[src/rtl/core/bpd_pkg.sv]
// ----------------------------------------------------------------------------
// bpd_pkg
// Shared types, constants and arithmetic helpers for the boot power decision
// block: millivolt scaling, decision codes and the open-circuit capacity table.
// ----------------------------------------------------------------------------
package bpd_pkg;

  localparam int CODE_W  = 10;
  localparam int MV_W    = 13;
  localparam int CAP_W   = 7;
  localparam int WORD_W  = 16;
  localparam int PLUG_W  = 2;
  localparam int ADDR_W  = 4;
  localparam int DATA_W  = 32;

  // Millivolt scaling as one constant multiply and a shift:
  // code * 7325 / 1000 and code * 5860 / 1000, truncated. The rounded-up
  // reciprocals keep the error far below the 1/40 and 1/50 steps of the exact quotients.
  localparam int SCALE_SHIFT = 20;
  localparam int SCALE_M_W   = 23;
  localparam logic [SCALE_M_W-1:0] ADAPTER_SCALE = 23'd7680820;
  localparam logic [SCALE_M_W-1:0] BATTERY_SCALE = 23'd6144656;

  localparam logic [MV_W-1:0] PLUG_MV  = 13'd3000;
  localparam logic [MV_W-1:0] LOW_MV   = 13'd3300;
  localparam logic [MV_W-1:0] WEAK_MV  = 13'd3700;
  localparam logic [MV_W:0]   OCV_OFFSET = 14'd62;
  localparam logic [CAP_W-1:0] NO_STEP_CAP = 7'd15;

  localparam int OCV_STEPS = 11;
  localparam logic [MV_W:0] OCV_STEP [OCV_STEPS] = '{
    14'd3420, 14'd3477, 14'd3534, 14'd3591, 14'd3624, 14'd3637,
    14'd3649, 14'd3661, 14'd3667, 14'd3673, 14'd3677
  };

  localparam int SAVED_VALID_BIT = 15;
  localparam int SAVED_CAP_LSB   = 8;

  // Adaptor type codes
  localparam logic [1:0] ADAPTOR_UNKNOWN   = 2'd0;
  localparam logic [1:0] ADAPTOR_WALL_ONLY = 2'd1;
  localparam logic [1:0] ADAPTOR_USB_ONLY  = 2'd2;
  localparam logic [1:0] ADAPTOR_BOTH      = 2'd3;

  // Plug state codes
  localparam logic [PLUG_W-1:0] PLUG_NONE     = 2'b00;
  localparam logic [PLUG_W-1:0] PLUG_USB_ONLY = 2'b10;

  // Register indexes on the configuration port (byte address 4*i)
  localparam logic [1:0] REG_ADAPTOR_TYPE   = 2'd0;
  localparam logic [1:0] REG_CHARGER_MODE   = 2'd1;
  localparam logic [1:0] REG_USE_HW_GAUGE   = 2'd2;
  localparam logic [1:0] REG_BOOT_CAP_THRESH = 2'd3;

  localparam int Q_DEPTH = 2;
  localparam int Q_PTR_W = (Q_DEPTH > 1) ? $clog2(Q_DEPTH) : 1;
  localparam int Q_CNT_W = $clog2(Q_DEPTH + 1);

  typedef enum logic [1:0] {
    DEC_NORMAL    = 2'd0,
    DEC_CHARGE    = 2'd1,
    DEC_LOW_POWER = 2'd2,
    DEC_SHUTOFF   = 2'd3
  } bpd_decision_t;

  typedef struct packed {
    logic [1:0]       adaptor_type;
    logic             charger_mode_enabled;
    logic             use_hw_gauge;
    logic [CAP_W-1:0] min_boot_cap;
  } bpd_cfg_t;

  // One classified sample set, as it waits in the queue
  typedef struct packed {
    logic [MV_W-1:0]   wall_mv;
    logic [MV_W-1:0]   usb_mv;
    logic [MV_W-1:0]   battery_mv;
    logic [PLUG_W-1:0] plug_state;
    logic              bat_low;
    logic              bat_weak;
    logic              battery_present;
    logic              skip_charger_once;
    logic [WORD_W-1:0] saved_cap_word;
    logic [CAP_W-1:0]  gauge_capacity;
  } bpd_item_t;

  typedef struct packed {
    bpd_decision_t     decision;
    logic [PLUG_W-1:0] plug_state;
    logic [MV_W-1:0]   wall_mv;
    logic [MV_W-1:0]   usb_mv;
    logic [MV_W-1:0]   battery_mv;
    logic [CAP_W-1:0]  capacity;
    logic              backlight_low;
    logic              clear_skip_flag;
    logic              disable_usb_wake;
  } bpd_result_t;

  function automatic logic [MV_W-1:0] scale_mv(input logic [CODE_W-1:0] code,
                                                input logic [SCALE_M_W-1:0] m);
    logic [CODE_W+SCALE_M_W-1:0] prod;
    prod = {{SCALE_M_W{1'b0}}, code} * {{CODE_W{1'b0}}, m};
    return prod[SCALE_SHIFT +: MV_W];
  endfunction

  // First table step above the open-circuit estimate, capped by a valid
  // saved capacity.
  function automatic logic [CAP_W-1:0] table_capacity(input logic [MV_W-1:0] bat_mv,
                                                       input logic [WORD_W-1:0] saved);
    logic [MV_W:0]    ocv;
    logic [CAP_W-1:0] cap;
    logic [CAP_W-1:0] saved_cap;
    ocv = {1'b0, bat_mv} + OCV_OFFSET;
    cap = NO_STEP_CAP;
    for (int i = OCV_STEPS - 1; i >= 0; i--) begin
      if (ocv < OCV_STEP[i]) begin
        cap = CAP_W'(i);
      end
    end
    saved_cap = saved[SAVED_CAP_LSB +: CAP_W];
    if (saved[SAVED_VALID_BIT] && (cap > saved_cap)) begin
      cap = saved_cap;
    end
    return cap;
  endfunction

endpackage

[src/rtl/core/boot_power_decision.sv]
// ----------------------------------------------------------------------------
// boot_power_decision
// Boot power decision: millivolt scaling, plug detection and the choice
// between normal boot, charge mode, low-power shutdown and immediate shutoff.
// ----------------------------------------------------------------------------
// Usage:
//   Input channel (in_valid/in_ready) carries one sample set per beat: three
//   converter codes, battery-present, skip-charger-once, the saved capacity
//   word and the gauge capacity. Output channel (out_valid/out_ready) returns
//   exactly one result beat per input beat, in order.
//   A beat accepted on the input is written into the queue and then moves to
//   the output register once that register is free. Throughput is one beat
//   per cycle while the receiver takes results; the front side does the
//   constant multiplies and compares, the back side the capacity table and
//   decision, with a two-entry queue between them. When the receiver stalls,
//   the result holds in the output register and the queue absorbs up to two more beats before in_ready drops.
//   Reset (rst, synchronous) empties the queue and output register and loads
//   the configuration defaults: adaptor type unknown, charge mode enabled,
//   table capacity, threshold 7.
//   Write configuration over the APB port only while the block is idle.
// ----------------------------------------------------------------------------
module boot_power_decision (
  input  logic                          clk,
  input  logic                          rst,
  // configuration port
  input  logic                          psel,
  input  logic                          penable,
  input  logic                          pwrite,
  input  logic [bpd_pkg::ADDR_W-1:0]    paddr,
  input  logic [bpd_pkg::DATA_W-1:0]    pwdata,
  output logic [bpd_pkg::DATA_W-1:0]    prdata,
  output logic                          pready,
  // input channel
  input  logic                          in_valid,
  output logic                          in_ready,
  input  logic [bpd_pkg::CODE_W-1:0]    wall_code,
  input  logic [bpd_pkg::CODE_W-1:0]    usb_code,
  input  logic [bpd_pkg::CODE_W-1:0]    battery_code,
  input  logic                          battery_present,
  input  logic                          skip_charger_once,
  input  logic [bpd_pkg::WORD_W-1:0]    saved_cap_word,
  input  logic [bpd_pkg::CAP_W-1:0]     gauge_capacity,
  // output channel
  output logic                          out_valid,
  input  logic                          out_ready,
  output logic [1:0]                    decision,
  output logic [bpd_pkg::PLUG_W-1:0]    plug_state,
  output logic [bpd_pkg::MV_W-1:0]      wall_mv,
  output logic [bpd_pkg::MV_W-1:0]      usb_mv,
  output logic [bpd_pkg::MV_W-1:0]      battery_mv,
  output logic [bpd_pkg::CAP_W-1:0]     capacity,
  output logic                          backlight_low,
  output logic                          clear_skip_flag,
  output logic                          disable_usb_wake
);
  import bpd_pkg::*;

  bpd_cfg_t    cfg;
  bpd_item_t   q_item;
  bpd_item_t   q_head;
  bpd_result_t result;
  logic        q_push;
  logic        q_pop;
  logic        q_full;
  logic        q_not_empty;
  logic        cfg_write;
  logic [1:0]  reg_index;

  // --------------------------------------------------------------------------
  // Configuration registers: written in the APB access phase, zero-wait.
  // --------------------------------------------------------------------------
  assign pready    = 1'b1;
  assign reg_index = paddr[3:2];
  assign cfg_write = psel && penable && pwrite && pready;

  always_ff @(posedge clk) begin
    if (rst) begin
      cfg.adaptor_type         <= ADAPTOR_UNKNOWN;
      cfg.charger_mode_enabled <= 1'b1;
      cfg.use_hw_gauge         <= 1'b0;
      cfg.min_boot_cap         <= 7'd7;
    end else if (cfg_write) begin
      case (reg_index)
        REG_ADAPTOR_TYPE:    cfg.adaptor_type         <= pwdata[1:0];
        REG_CHARGER_MODE:    cfg.charger_mode_enabled <= pwdata[0];
        REG_USE_HW_GAUGE:    cfg.use_hw_gauge         <= pwdata[0];
        REG_BOOT_CAP_THRESH: cfg.min_boot_cap         <= pwdata[CAP_W-1:0];
        default: ;
      endcase
    end
  end

  // Read back the addressed register, zero-extended
  always_comb begin
    case (reg_index)
      REG_ADAPTOR_TYPE:    prdata = DATA_W'(cfg.adaptor_type);
      REG_CHARGER_MODE:    prdata = DATA_W'(cfg.charger_mode_enabled);
      REG_USE_HW_GAUGE:    prdata = DATA_W'(cfg.use_hw_gauge);
      REG_BOOT_CAP_THRESH: prdata = DATA_W'(cfg.min_boot_cap);
      default:             prdata = '0;
    endcase
  end

  // --------------------------------------------------------------------------
  // Front: scale and classify each beat into the queue.
  // --------------------------------------------------------------------------
  bpd_front u_front (
    .in_valid          (in_valid),
    .in_ready          (in_ready),
    .wall_code         (wall_code),
    .usb_code          (usb_code),
    .battery_code      (battery_code),
    .battery_present   (battery_present),
    .skip_charger_once (skip_charger_once),
    .saved_cap_word    (saved_cap_word),
    .gauge_capacity    (gauge_capacity),
    .q_full            (q_full),
    .q_push            (q_push),
    .q_item            (q_item)
  );

  // --------------------------------------------------------------------------
  // Queue: decouples acceptance from output stalls.
  // --------------------------------------------------------------------------
  bpd_queue u_queue (
    .clk       (clk),
    .rst       (rst),
    .push      (q_push),
    .push_item (q_item),
    .pop       (q_pop),
    .full      (q_full),
    .not_empty (q_not_empty),
    .head      (q_head)
  );

  // --------------------------------------------------------------------------
  // Back: decide and register the result.
  // --------------------------------------------------------------------------
  bpd_back u_back (
    .clk         (clk),
    .rst         (rst),
    .cfg         (cfg),
    .q_not_empty (q_not_empty),
    .q_head      (q_head),
    .q_pop       (q_pop),
    .out_valid   (out_valid),
    .out_ready   (out_ready),
    .result      (result)
  );

  assign decision         = result.decision;
  assign plug_state       = result.plug_state;
  assign wall_mv          = result.wall_mv;
  assign usb_mv           = result.usb_mv;
  assign battery_mv       = result.battery_mv;
  assign capacity         = result.capacity;
  assign backlight_low    = result.backlight_low;
  assign clear_skip_flag  = result.clear_skip_flag;
  assign disable_usb_wake = result.disable_usb_wake;

`ifndef SYNTH
  // Plug bits must agree with the reported voltages
  a_plug_consistent: assert property (@(posedge clk) disable iff (rst)
    out_valid |-> (plug_state[0] == (wall_mv > PLUG_MV)) &&
                  (plug_state[1] == (usb_mv > PLUG_MV)))
    else $error("plug_state disagrees with wall_mv/usb_mv");

  // Shutoff and charge paths never carry a capacity estimate
  a_cap_zero: assert property (@(posedge clk) disable iff (rst)
    out_valid && (decision == DEC_SHUTOFF || decision == DEC_CHARGE) |-> capacity == '0)
    else $error("capacity set on a path that does not estimate it");

  // Backlight-low only with a USB-only charge
  a_backlight: assert property (@(posedge clk) disable iff (rst)
    out_valid && backlight_low |-> decision == DEC_CHARGE && plug_state == PLUG_USB_ONLY)
    else $error("backlight_low without a USB-only charge");

  // Input backpressure only when the queue is really full
  a_ready_full: assert property (@(posedge clk) disable iff (rst)
    !in_ready |-> q_full && out_valid)
    else $error("in_ready low while the queue has room");
`endif

endmodule

[src/rtl/core/bpd_front.sv]
// ----------------------------------------------------------------------------
// bpd_front
// Input side: scale the converter codes to millivolts, derive the plug state
// and battery level flags, and hand the classified item to the queue.
// ----------------------------------------------------------------------------
module bpd_front (
  input  logic                         in_valid,
  output logic                         in_ready,
  input  logic [bpd_pkg::CODE_W-1:0]   wall_code,
  input  logic [bpd_pkg::CODE_W-1:0]   usb_code,
  input  logic [bpd_pkg::CODE_W-1:0]   battery_code,
  input  logic                         battery_present,
  input  logic                         skip_charger_once,
  input  logic [bpd_pkg::WORD_W-1:0]   saved_cap_word,
  input  logic [bpd_pkg::CAP_W-1:0]    gauge_capacity,
  input  logic                         q_full,
  output logic                         q_push,
  output bpd_pkg::bpd_item_t           q_item
);
  import bpd_pkg::*;

  logic [MV_W-1:0] wall_mv;
  logic [MV_W-1:0] usb_mv;
  logic [MV_W-1:0] bat_mv;

  assign wall_mv = scale_mv(wall_code, ADAPTER_SCALE);
  assign usb_mv  = scale_mv(usb_code, ADAPTER_SCALE);
  assign bat_mv  = scale_mv(battery_code, BATTERY_SCALE);

  assign in_ready = !q_full;
  assign q_push   = in_valid && !q_full;

  always_comb begin
    q_item.wall_mv           = wall_mv;
    q_item.usb_mv            = usb_mv;
    q_item.battery_mv        = bat_mv;
    q_item.plug_state        = {usb_mv > PLUG_MV, wall_mv > PLUG_MV};
    q_item.bat_low           = bat_mv < LOW_MV;
    q_item.bat_weak          = bat_mv < WEAK_MV;
    q_item.battery_present   = battery_present;
    q_item.skip_charger_once = skip_charger_once;
    q_item.saved_cap_word    = saved_cap_word;
    q_item.gauge_capacity    = gauge_capacity;
  end

endmodule

[src/rtl/core/bpd_queue.sv]
// ----------------------------------------------------------------------------
// bpd_queue
// Short register queue between the front and back sides.
// ----------------------------------------------------------------------------
module bpd_queue (
  input  logic               clk,
  input  logic               rst,
  input  logic               push,
  input  bpd_pkg::bpd_item_t push_item,
  input  logic               pop,
  output logic               full,
  output logic               not_empty,
  output bpd_pkg::bpd_item_t head
);
  import bpd_pkg::*;

  bpd_item_t          entries [Q_DEPTH];
  logic [Q_PTR_W-1:0] wr_ptr;
  logic [Q_PTR_W-1:0] rd_ptr;
  logic [Q_CNT_W-1:0] count;

  assign full      = count == Q_CNT_W'(Q_DEPTH);
  assign not_empty = count != '0;
  assign head      = entries[rd_ptr];

  always_ff @(posedge clk) begin
    if (push) begin
      entries[wr_ptr] <= push_item;
    end
  end

  always_ff @(posedge clk) begin
    if (rst) begin
      wr_ptr <= '0;
      rd_ptr <= '0;
      count  <= '0;
    end else begin
      if (push) begin
        wr_ptr <= (wr_ptr == Q_PTR_W'(Q_DEPTH - 1)) ? '0 : wr_ptr + 1'b1;
      end
      if (pop) begin
        rd_ptr <= (rd_ptr == Q_PTR_W'(Q_DEPTH - 1)) ? '0 : rd_ptr + 1'b1;
      end
      if (push && !pop) begin
        count <= count + 1'b1;
      end else if (pop && !push) begin
        count <= count - 1'b1;
      end
    end
  end

endmodule

[src/rtl/core/bpd_back.sv]
// ----------------------------------------------------------------------------
// bpd_back
// Output side: take the queue head, choose the boot decision and capacity,
// and hold the result in the output register until it is taken.
// ----------------------------------------------------------------------------
module bpd_back (
  input  logic                  clk,
  input  logic                  rst,
  input  bpd_pkg::bpd_cfg_t     cfg,
  input  logic                  q_not_empty,
  input  bpd_pkg::bpd_item_t    q_head,
  output logic                  q_pop,
  output logic                  out_valid,
  input  logic                  out_ready,
  output bpd_pkg::bpd_result_t  result
);
  import bpd_pkg::*;

  bpd_result_t      res_next;
  logic [CAP_W-1:0] est_cap;

  assign q_pop = q_not_empty && (!out_valid || out_ready);

  always_comb begin
    est_cap = cfg.use_hw_gauge ? q_head.gauge_capacity
                               : table_capacity(q_head.battery_mv, q_head.saved_cap_word);

    res_next.decision         = DEC_NORMAL;
    res_next.plug_state       = q_head.plug_state;
    res_next.wall_mv          = q_head.wall_mv;
    res_next.usb_mv           = q_head.usb_mv;
    res_next.battery_mv       = q_head.battery_mv;
    res_next.capacity         = '0;
    res_next.backlight_low    = 1'b0;
    res_next.clear_skip_flag  = 1'b0;
    res_next.disable_usb_wake = cfg.adaptor_type == ADAPTOR_WALL_ONLY;

    if (q_head.plug_state != PLUG_NONE) begin
      if (q_head.skip_charger_once) begin
        res_next.clear_skip_flag = 1'b1;
      end else if (cfg.charger_mode_enabled && q_head.battery_present) begin
        if (q_head.plug_state == PLUG_USB_ONLY) begin
          if (cfg.adaptor_type != ADAPTOR_WALL_ONLY) begin
            res_next.decision      = DEC_CHARGE;
            res_next.backlight_low = q_head.bat_low;
          end
        end else begin
          res_next.decision = DEC_CHARGE;
        end
      end
    end else if (q_head.bat_weak && q_head.battery_present) begin
      if (q_head.bat_low) begin
        res_next.decision = DEC_SHUTOFF;
      end else begin
        res_next.capacity = est_cap;
        if (est_cap < cfg.min_boot_cap) begin
          res_next.decision        = DEC_LOW_POWER;
          res_next.clear_skip_flag = 1'b1;
        end
      end
    end
  end

  // Payload loads on every pop; no reset needed
  always_ff @(posedge clk) begin
    if (q_pop) begin
      result <= res_next;
    end
  end

  always_ff @(posedge clk) begin
    if (rst) begin
      out_valid <= 1'b0;
    end else if (q_pop) begin
      out_valid <= 1'b1;
    end else if (out_ready) begin
      out_valid <= 1'b0;
    end
  end

endmodule

[config.mk]
export PLATFORM = sky130hd
export DESIGN_NAME = boot_power_decision
export DESIGN_NICKNAME = d
export VERILOG_FILES = /design/src/rtl/core/bpd_pkg.sv /design/src/rtl/core/boot_power_decision.sv /design/src/rtl/core/bpd_front.sv /design/src/rtl/core/bpd_queue.sv /design/src/rtl/core/bpd_back.sv
export SDC_FILE = /design/constraint.sdc
export NUM_CORES = 1
export LEC_CHECK = 0
export ABC_CLOCK_PERIOD_IN_PS = 6900
export BUFFER_PORTS_ARGS = -buffer_cell sky130_fd_sc_hd__buf_2
export CORE_ASPECT_RATIO = 0.5
export CORE_MARGIN = 4
export CORE_UTILIZATION = 55
export DETAILED_ROUTE_END_ITERATION = 8
export PLACE_DENSITY = 0.88
export SYNTH_ARGS = -nofsm -noshare
export SYNTH_HDL_FRONTEND = slang
export SYNTH_SLANG_ARGS = --single-unit
[constraint.sdc]
create_clock -name clk -period 6.9 [get_ports clk]
set_input_delay 1.38 -clock clk [delete_from_list [all_inputs] [get_ports clk]]
set_output_delay 1.38 -clock clk [all_outputs]
set_load 0.1 [all_outputs]
======== Word-level counts from Yosys, hierarchy flattened ========
Memories as Yosys holds them, arrays and structs flattened. A register that Yosys moved wholly into a read port is not among the register bits.
Index checks and enable logic that the tools add are counted.
storage, ports and cells
  bits in registers ....................... 69
  memory bits (writable) .................. 136
  bits of input ports ..................... 98
  output and inout bits ................... 88
  word-level logic and storage cells ...... 117
  memories kept ........................... 1
operators by class
  add/sub/neg operators ................... 5
  multiply operators ...................... 3
  order comparisons ....................... 17
  equal/unequal tests ..................... 7
  multiplexer cells ....................... 37
  bitwise operators ....................... 5
  reductions and logical operators ........ 25
memories
  name             depth  bits a word  rd ports  clocked after memory_dff  write ports  RTL line         text
  u_queue.entries  2      68           1         1                         1            bpd_queue.sv:17  bpd_item_t entries [Q_DEPTH];
operator list
  cell                      number
  $lt A14 B12 Y1 const B    11
  $pmux W32 S4              1
  $mul A10 B21 Y31 const B  2
  $mux W4                   8
  $mul A10 B19 Y29 const B  1
  $gt A13 B12 Y1 const B    2
  $lt A13 B12 Y1 const B    2
  $mux W2                   8
  $mux W1                   15
  $add A13 B6 Y14 const B   1
  $mux W7                   2
  $logic_and A1 B1 Y1       9
  $mux W3                   3
  $eq A2 B2 Y1 const B      4
  $reduce_and A2 Y1         4
  $reduce_bool A2 Y1        4
  $gt A4 B7 Y1              1
  $lt A7 B7 Y1              1
  $not A1 Y1                5
  $reduce_or A5 Y1          1
  $eq A2 B1 Y1 const B      2
  $logic_not A1 Y1          4
  $reduce_or A3 Y1          1
  $add A1 B1 Y1 const B     2
  5 further kinds           5

======== Longest topological paths before layout ========
Gate-level depths: netlist of run 1.
  depth in word-level cells ............... 22
  gate-level depth with buffers ........... 31
  depth with buffers taken out ............ 26

======== Cells and area by module ========
From an unflattened synthesis of run 1, not the netlist that was laid out.
unflattened totals
  cells, all modules ...................... 1621
  area total of the unflattened synthesis .. 18561.6 um^2
by module, submodules not included
  module               instances  cells an instance  area each (um^2)  seq. area each (um^2)
  bpd_front            1          1040               9673.0            0.0
  bpd_queue            1          234                5205.0            4184.0
  bpd_back             1          258                2940.3            1611.5
  boot_power_decision  1          89                 743.2             220.2

======== Least setup slack after synthesis of run 1 ========
No wires, ideal clock.
  kind .................................... reg2reg
  start ................................... register (tool-made name)
  end ..................................... register u_back.result[1] (netlist name)
  setup time .............................. 0.165 ns
  arrival time ............................ 6.594 ns
  data required time ...................... 6.735 ns
  slack ................................... 0.141 ns
  cell stages (with the launch flop) ...... 32
  buffers on the path ..................... 7
  clock period less this slack ............ 6.759 ns
  path through ............................ dfxtp_1 -> buf_6 -> buf_6 -> clkbuf_1 -> buf_1 -> clkbuf_1 -> buf_1 -> mux2i_1 -> ha_1 -> buf_2 -> inv_1 -> o221ai_1 -> nor2_1 -> nor2b_4 -> nor2b_4 -> or4_1 -> a2111o_1 -> o21ai_0 -> ha_1 -> nor2b_1 -> o21a_1 -> o21a_1 -> o21ai_1 -> nor2_1 -> a211oi_1 -> a21oi_1 -> ha_1 -> a21o_1 -> a21o_1 -> a211oi_1 -> inv_1 -> o31ai_2

==> results of run 1 <==
[stage by stage]
stage	instances	instance area [um^2]	worst slack [ns]	hold slack [ns]	util, %
3_5_place_dp	2076	18700	-0.216	0.490	61.0
3_3_place_gp	2076	18700	-0.0623	0.474	61.0
6_report	2108	19300	0.244	0.499	63.0
2_1_floorplan	1511	17300	0.141	0.460	-
4_1_cts	2108	19300	0.191	0.503	62.9
5_1_grt	2108	19300	0.0149	0.531	63.0
[sequential cells by signal, indices dropped and copies added, names as in the netlist, named ones only]
signal,cells
u_back.result,53
u_queue.wr_ptr,1
u_queue.count,2
cfg,11
u_queue.rd_ptr,1
u_back.out_valid,1
u_queue.entries,120
[repair_timing]
action                                  in CTS  in global routing
gates resized for setup                      0                  3
endpoints found under the setup margin       0                  4
endpoints found under the hold margin        0                  0
[logic make-up (layout without fill, tap and decap cells)]
| logic type | after synthesis | count (layout) | share of synthesized area [%] |
|---|---|---|---|
| AO/OA/AOI/OAI | 185 | 185 | 7.45 |
| XOR/XNOR | 60 | 60 | 3.15 |
| adder cells (fa/ha/maj) | 432 | 432 | 38.3 |
| buffers and inverters | 320 | 494 | 7.66 |
| flip-flops | 190 | 190 | 32.1 |
| multiplexers | 64 | 64 | 4.15 |
| other | 2 | 26 | 0.0435 |
| AND/OR/NAND/NOR | 234 | 234 | 7.15 |
[Yosys cell counts, drive strengths merged (6+ instances only)]
cell type  number  share of area, %
or3             7              0.25
xor2           25               1.4
a21oi          45               1.3
inv           275               6.0
nor2b          15              0.63
nand4           7              0.25
dfxtp          17               2.0
clkbuf         12              0.26
a21o           12              0.52
o21ai          32              0.93
nand2          48               1.1
mux2i          23               1.4
edfxtp        173                30
a31oi          10              0.36
nor3           14              0.43
or2             6              0.22
nor3b           7              0.37
nand2b         11              0.40
a211oi         10              0.43
a41oi           6              0.30
nor2           67               1.5
ha            271                20
mux2           40               2.6
and3           11              0.40
o21a            7              0.30
fa            161                19
nand3          21              0.61
xnor2          35               1.8
buf            33               1.4
[tightest hold or removal path: stages, from the launching register on]
cell     delay, ns
dfxtp_1       0.33
mux2i_1       0.07
nor2_1        0.07
[path summary, 6_finish.rpt]
check,startpoint,endpoint,slack [ns],cells past startpoint
hold / removal,cfg[5],cfg[5],0.50,2
setup reg to reg,flip-flop,u_back.result[1],0.74,24
setup / recovery,usb_code[8],u_queue.entries[1][28],0.24,20
hold reg to reg,cfg[5],cfg[5],0.50,2
[per-layer routing]
| layer | track usage [%] | up-vias | share of wire (%) |
|---|---|---|---|
| li1 | - | 5429 | - |
| met1 | 25.7 | 5570 | 43 |
| met2 | 37.4 | 286 | 50 |
| met3 | 3.51 | 71 | 4.6 |
| met4 | 6.74 | 0 | 2.6 |
| met5 | 0 | - | 0 |
[area by class of cell]
class / instances / area (um^2) / share of cell area [%]
multi-input cells: 1001 / 10500 / 54.5
clock inverters: 9 / 70.1 / 0.363
clock buffers: 23 / 500 / 2.60
repair buffers: 187 / 1090 / 5.67
well taps: 423 / 529 / 2.74
inverters: 275 / 1030 / 5.35
flip-flops and latches: 190 / 5540 / 28.7
==> metrics, run 1 <==
Nets around 2200; Die ar. approximately 0.034 mm^2; most frequent cells in the layout inv_1 (274), ha_1 (271), edfxtp_1 (173), fa_1 (161), buf_2 (124); crit-path max FO 4; run status complete, no violations; critical path data arrival time 6.83 ns; critical path capture point type flip-flop; Initial Util approximately 56%; num ports 186; number of fill cells 2256; Vias 11400; setup_tns 0 ns; GRT Overall Usage 20.8%; total grt overflow 0; Worst slew margin 39.0%; post-synthesis sequential area ratio about 32%; CP Data Required Time ~7 ns; layout cells sized above 1 17.2%; routability cong. just under 1; Post-CTS Setup Bufs 0; slowest stage delay, CP 0.57 ns; number of flops mapped to enable cells by yosys ~170; First DRT Iteration DRCs roughly 540; skew final 0.00826 ns; initial antenna violation count 0; area of the mapped netlist ~0.017 mm^2; maximum number of pins on one net before global-route repair 61; DIE HEIGHT 133 um; Clock Path Buffers 2; TritonCTS Sinks 190; antenna violation net count after detailed routing 0; most used cell, CP fa_1; Root Buffer clkbuf_16; Worst Hold Class reg -> reg; Final Hold Vio Count 0; H-tree Lvls 4; Final setup viols 0; Crit Path Class in -> reg; FMAX 0.150 GHz; DP HPWL 28400 um; DRT Wirelength 35000 um; Clk Latency, worst-skew pair 0.44 ns; cts-stage hold buffer count 0; Slew @ Worst Pin 0.915 ns; Slew Viols, Final 0; Critical Path Start Type input pin; port bufs 124; Cells after Synth 1487; Die W 259 um; vias in the first global route approximately 12000; num rows 45; RSZ-0062 raised after global routing false; Synth cell types 87; Inserted Clock Buffers 17; vias per inst 5.39; number of diodes 0; Buf+Inv Stages, Crit Path 4; Async SR Flop Fraction 0%; Tcrit/Tclk final 96.5%; most common cell after layout, fill and taps aside inv_1; Synth Register Bits between 150 and 200; first-pass GRT wire length 57600 um; core area around 0.031 mm^2; most common flop cell mapped by yosys edfxtp_1; DRC 0; CP cell instances buf_2 -> inv_1 -> ha_1 -> inv_1 -> fa_1 -> fa_1 -> fa_1 -> fa_1 -> ha_1 -> nand2_1 -> a2bb2oi_1 -> nand3_1 -> a2111o_1 -> buf_4 -> and3_1 -> a21oi_1 -> xnor2_1 -> a41oi_1 -> o21ai_0 -> a2111o_1; clock-pin slew on the worst setup and hold paths 0.07 ns; slowest CP cell fa_1; Synth Warn # 0; Synth-to-Final Area Change 11.7%; Tmin final 6.66 ns; delay-heaviest family, CP adder cells; CTS tree done; Detailed Routing Iterations Pass 1 5; syn avg cell area approximately 12 um^2; Max Cap Violations 0; WL per Instance 16.6 um
Power of run 1 is left out: the tool's default activity adds up to more than one toggle a clock period on the data nets, which glitch-free logic cannot reach.
==> inputs of run 2 (changes only) <==
CTS_BUF_LIST = sky130_fd_sc_hd__clkbuf_8   (was not set)
==> run 2 against run 1 <==
Clock-buffer cell count fell by 3. Routed wire length decreased by 0.90%. Critical path depth fell by 1. Cell count is the same. Critical endpoint unchanged. Largest cell class unchanged.
==> metrics, run 2 (same netlist as run 1, synthesis figures left out) <==
run status complete, no violations; First DRT Iteration DRCs 509 (-5.6%); Detailed Routing Iterations Pass 1 6 (+1); Final Hold Vio Count 0 (unchanged); Nets 2202 (unchanged); core area 0.0306 mm^2 (unchanged); gr busiest metal met2; WL per Instance 16.5 um (-0.90%); maximum number of pins on one net before global-route repair 61 (unchanged); Crit Path Class in -> reg; Root Buffer clkbuf_8; RSZ-0062 raised after global routing false; crit-path max FO 4 (unchanged); Synth-to-Final Area Change 10.5%; Critical path origin usb_code[8]; Tmin final 6.62 ns (-0.0395 ns); critical path capture point type flip-flop; # resized after CTS 0 (unchanged); number of diodes 0 (unchanged); setup_tns 0 ns (unchanged); number of fill cells 2287 (+1.4%); largest registers u_queue.entries: 120 flops, u_back.result: 53 flops, cfg: 11 flops; layout cells sized above 1 16.9% (-0.24 points); vias per inst 5.38 (-0.18%); skew final 0.0164 ns (+0.00816 ns); Worst slew margin 39.2% (+0.21 points); Die W 259 um (unchanged); cts-stage hold buffer count 0 (unchanged); first-pass GRT wire length 57300 um (-0.44%); DP HPWL 28400 um (unchanged); CP Data Required Time 7.12 ns (+0.05 ns); CTS tree done; Post-CTS Setup Bufs 0 (unchanged); Die ar. 0.0344 mm^2 (unchanged); initial antenna violation count 0 (unchanged); startpoint of the worst hold path cfg[5]; most common cell after layout, fill and taps aside inv_1; FMAX 0.151 GHz (+0.60%); vias in the first global route 11800 (-0.75%); clock-pin slew on the worst setup and hold paths 0.10 ns (+0.03 ns); port bufs 124 (unchanged); final non-filler cell total 2108 (unchanged); most frequent cells in the layout inv_1 (276), ha_1 (271), edfxtp_1 (173), fa_1 (161), buf_2 (124); total grt overflow 0 (unchanged); routability cong. 0.964 (unchanged); Vias 11300 (-0.18%); Final setup viols 0 (unchanged); flop2flop setup slack 0.76 ns (+0.02 ns); Slew @ Worst Pin 0.912 ns (-0.00318 ns); Inserted Clock Buffers 17 (unchanged); flip-flop count of the largest register after layout 120 (unchanged); Clock Path Buffers 2 (unchanged); placed cells 2076 (unchanged); DRT Wirelength 34700 um (-0.90%); Critical Path Start Type input pin; final worst slack 0.283 ns (+0.0395 ns); num rows 45 (unchanged); GRT Overall Usage 20.8% (-0.028 points); Max Cap Violations 0 (unchanged); DRC 0 (unchanged); Biggest register u_queue.entries; critical path data arrival time 6.84 ns (about the same); Initial Util 56.3% (unchanged); final core utilization 62.3% (-0.68 points); DIE HEIGHT 133 um (unchanged); H-tree Lvls 4 (unchanged); Clk Latency, worst-skew pair 0.48 ns (+0.04 ns); M2 GR Usage 37.6% (+0.22 points); Tcrit/Tclk final 95.9% (-0.57 points); pre-CTS setup slack -0.216 ns (unchanged); TritonCTS Sinks 190 (unchanged); num ports 186 (unchanged); GR Util met3 3.04% (-0.47 points); Slew Viols, Final 0 (unchanged); met1 usage 25.6% (-0.084 points); antenna violation net count after detailed routing 0 (unchanged); Worst Hold Class reg -> reg
[run 2: path summary, 6_finish.rpt]
| kind | to | cells past startpoint |
|---|---|---|
| max | u_queue.entries[1][28] | 19 |
| min | cfg[5] | 2 |
| max reg2reg | u_back.result[1] | 24 |
| min reg2reg | cfg[5] | 2 |
[run 2: cell type report]
type	count	area (um^2)	area share, %
Multi-Input combinational cell	1001	10500	55.0
Sequential cell	190	5540	29.0
Tap cell	423	529	2.77
Clock inverter	12	108	0.564
Timing Repair Buffer	187	1090	5.73
Inverter	275	1030	5.41
Clock buffer	20	275	1.44
[run 2: per-layer routing]
layer  share of wire (%)  wire length [um]
met4                 2.8               964
met2                  50             17500
met1                  42             14700
met5                   0                 0
met3                 4.4              1540
[run 2: per-stage QoR]
step	cell area, um^2	hold slack [ns]
global route	19100	0.535
finish	19100	0.506
floorplan	17300	0.460
CTS	19100	0.507
global placement	18700	0.474
detailed placement	18700	0.490
[run 2: critical path: stages]
cell and delay (ns):
buf_2 0.11, inv_1 0.05, ha_1 0.32, inv_1 0.09
fa_1 0.57, fa_1 0.47, fa_1 0.56, fa_1 0.43
ha_1 0.34, nand2_1 0.08, a2bb2oi_1 0.20, nand3_1 0.20
a2111o_1 0.55, a311oi_1 0.37, o21bai_1 0.15, buf_4 0.15
a21oi_1 0.23, o21ai_0 0.14, a2111o_1 0.44
Power of run 2 is left out for the same reason.
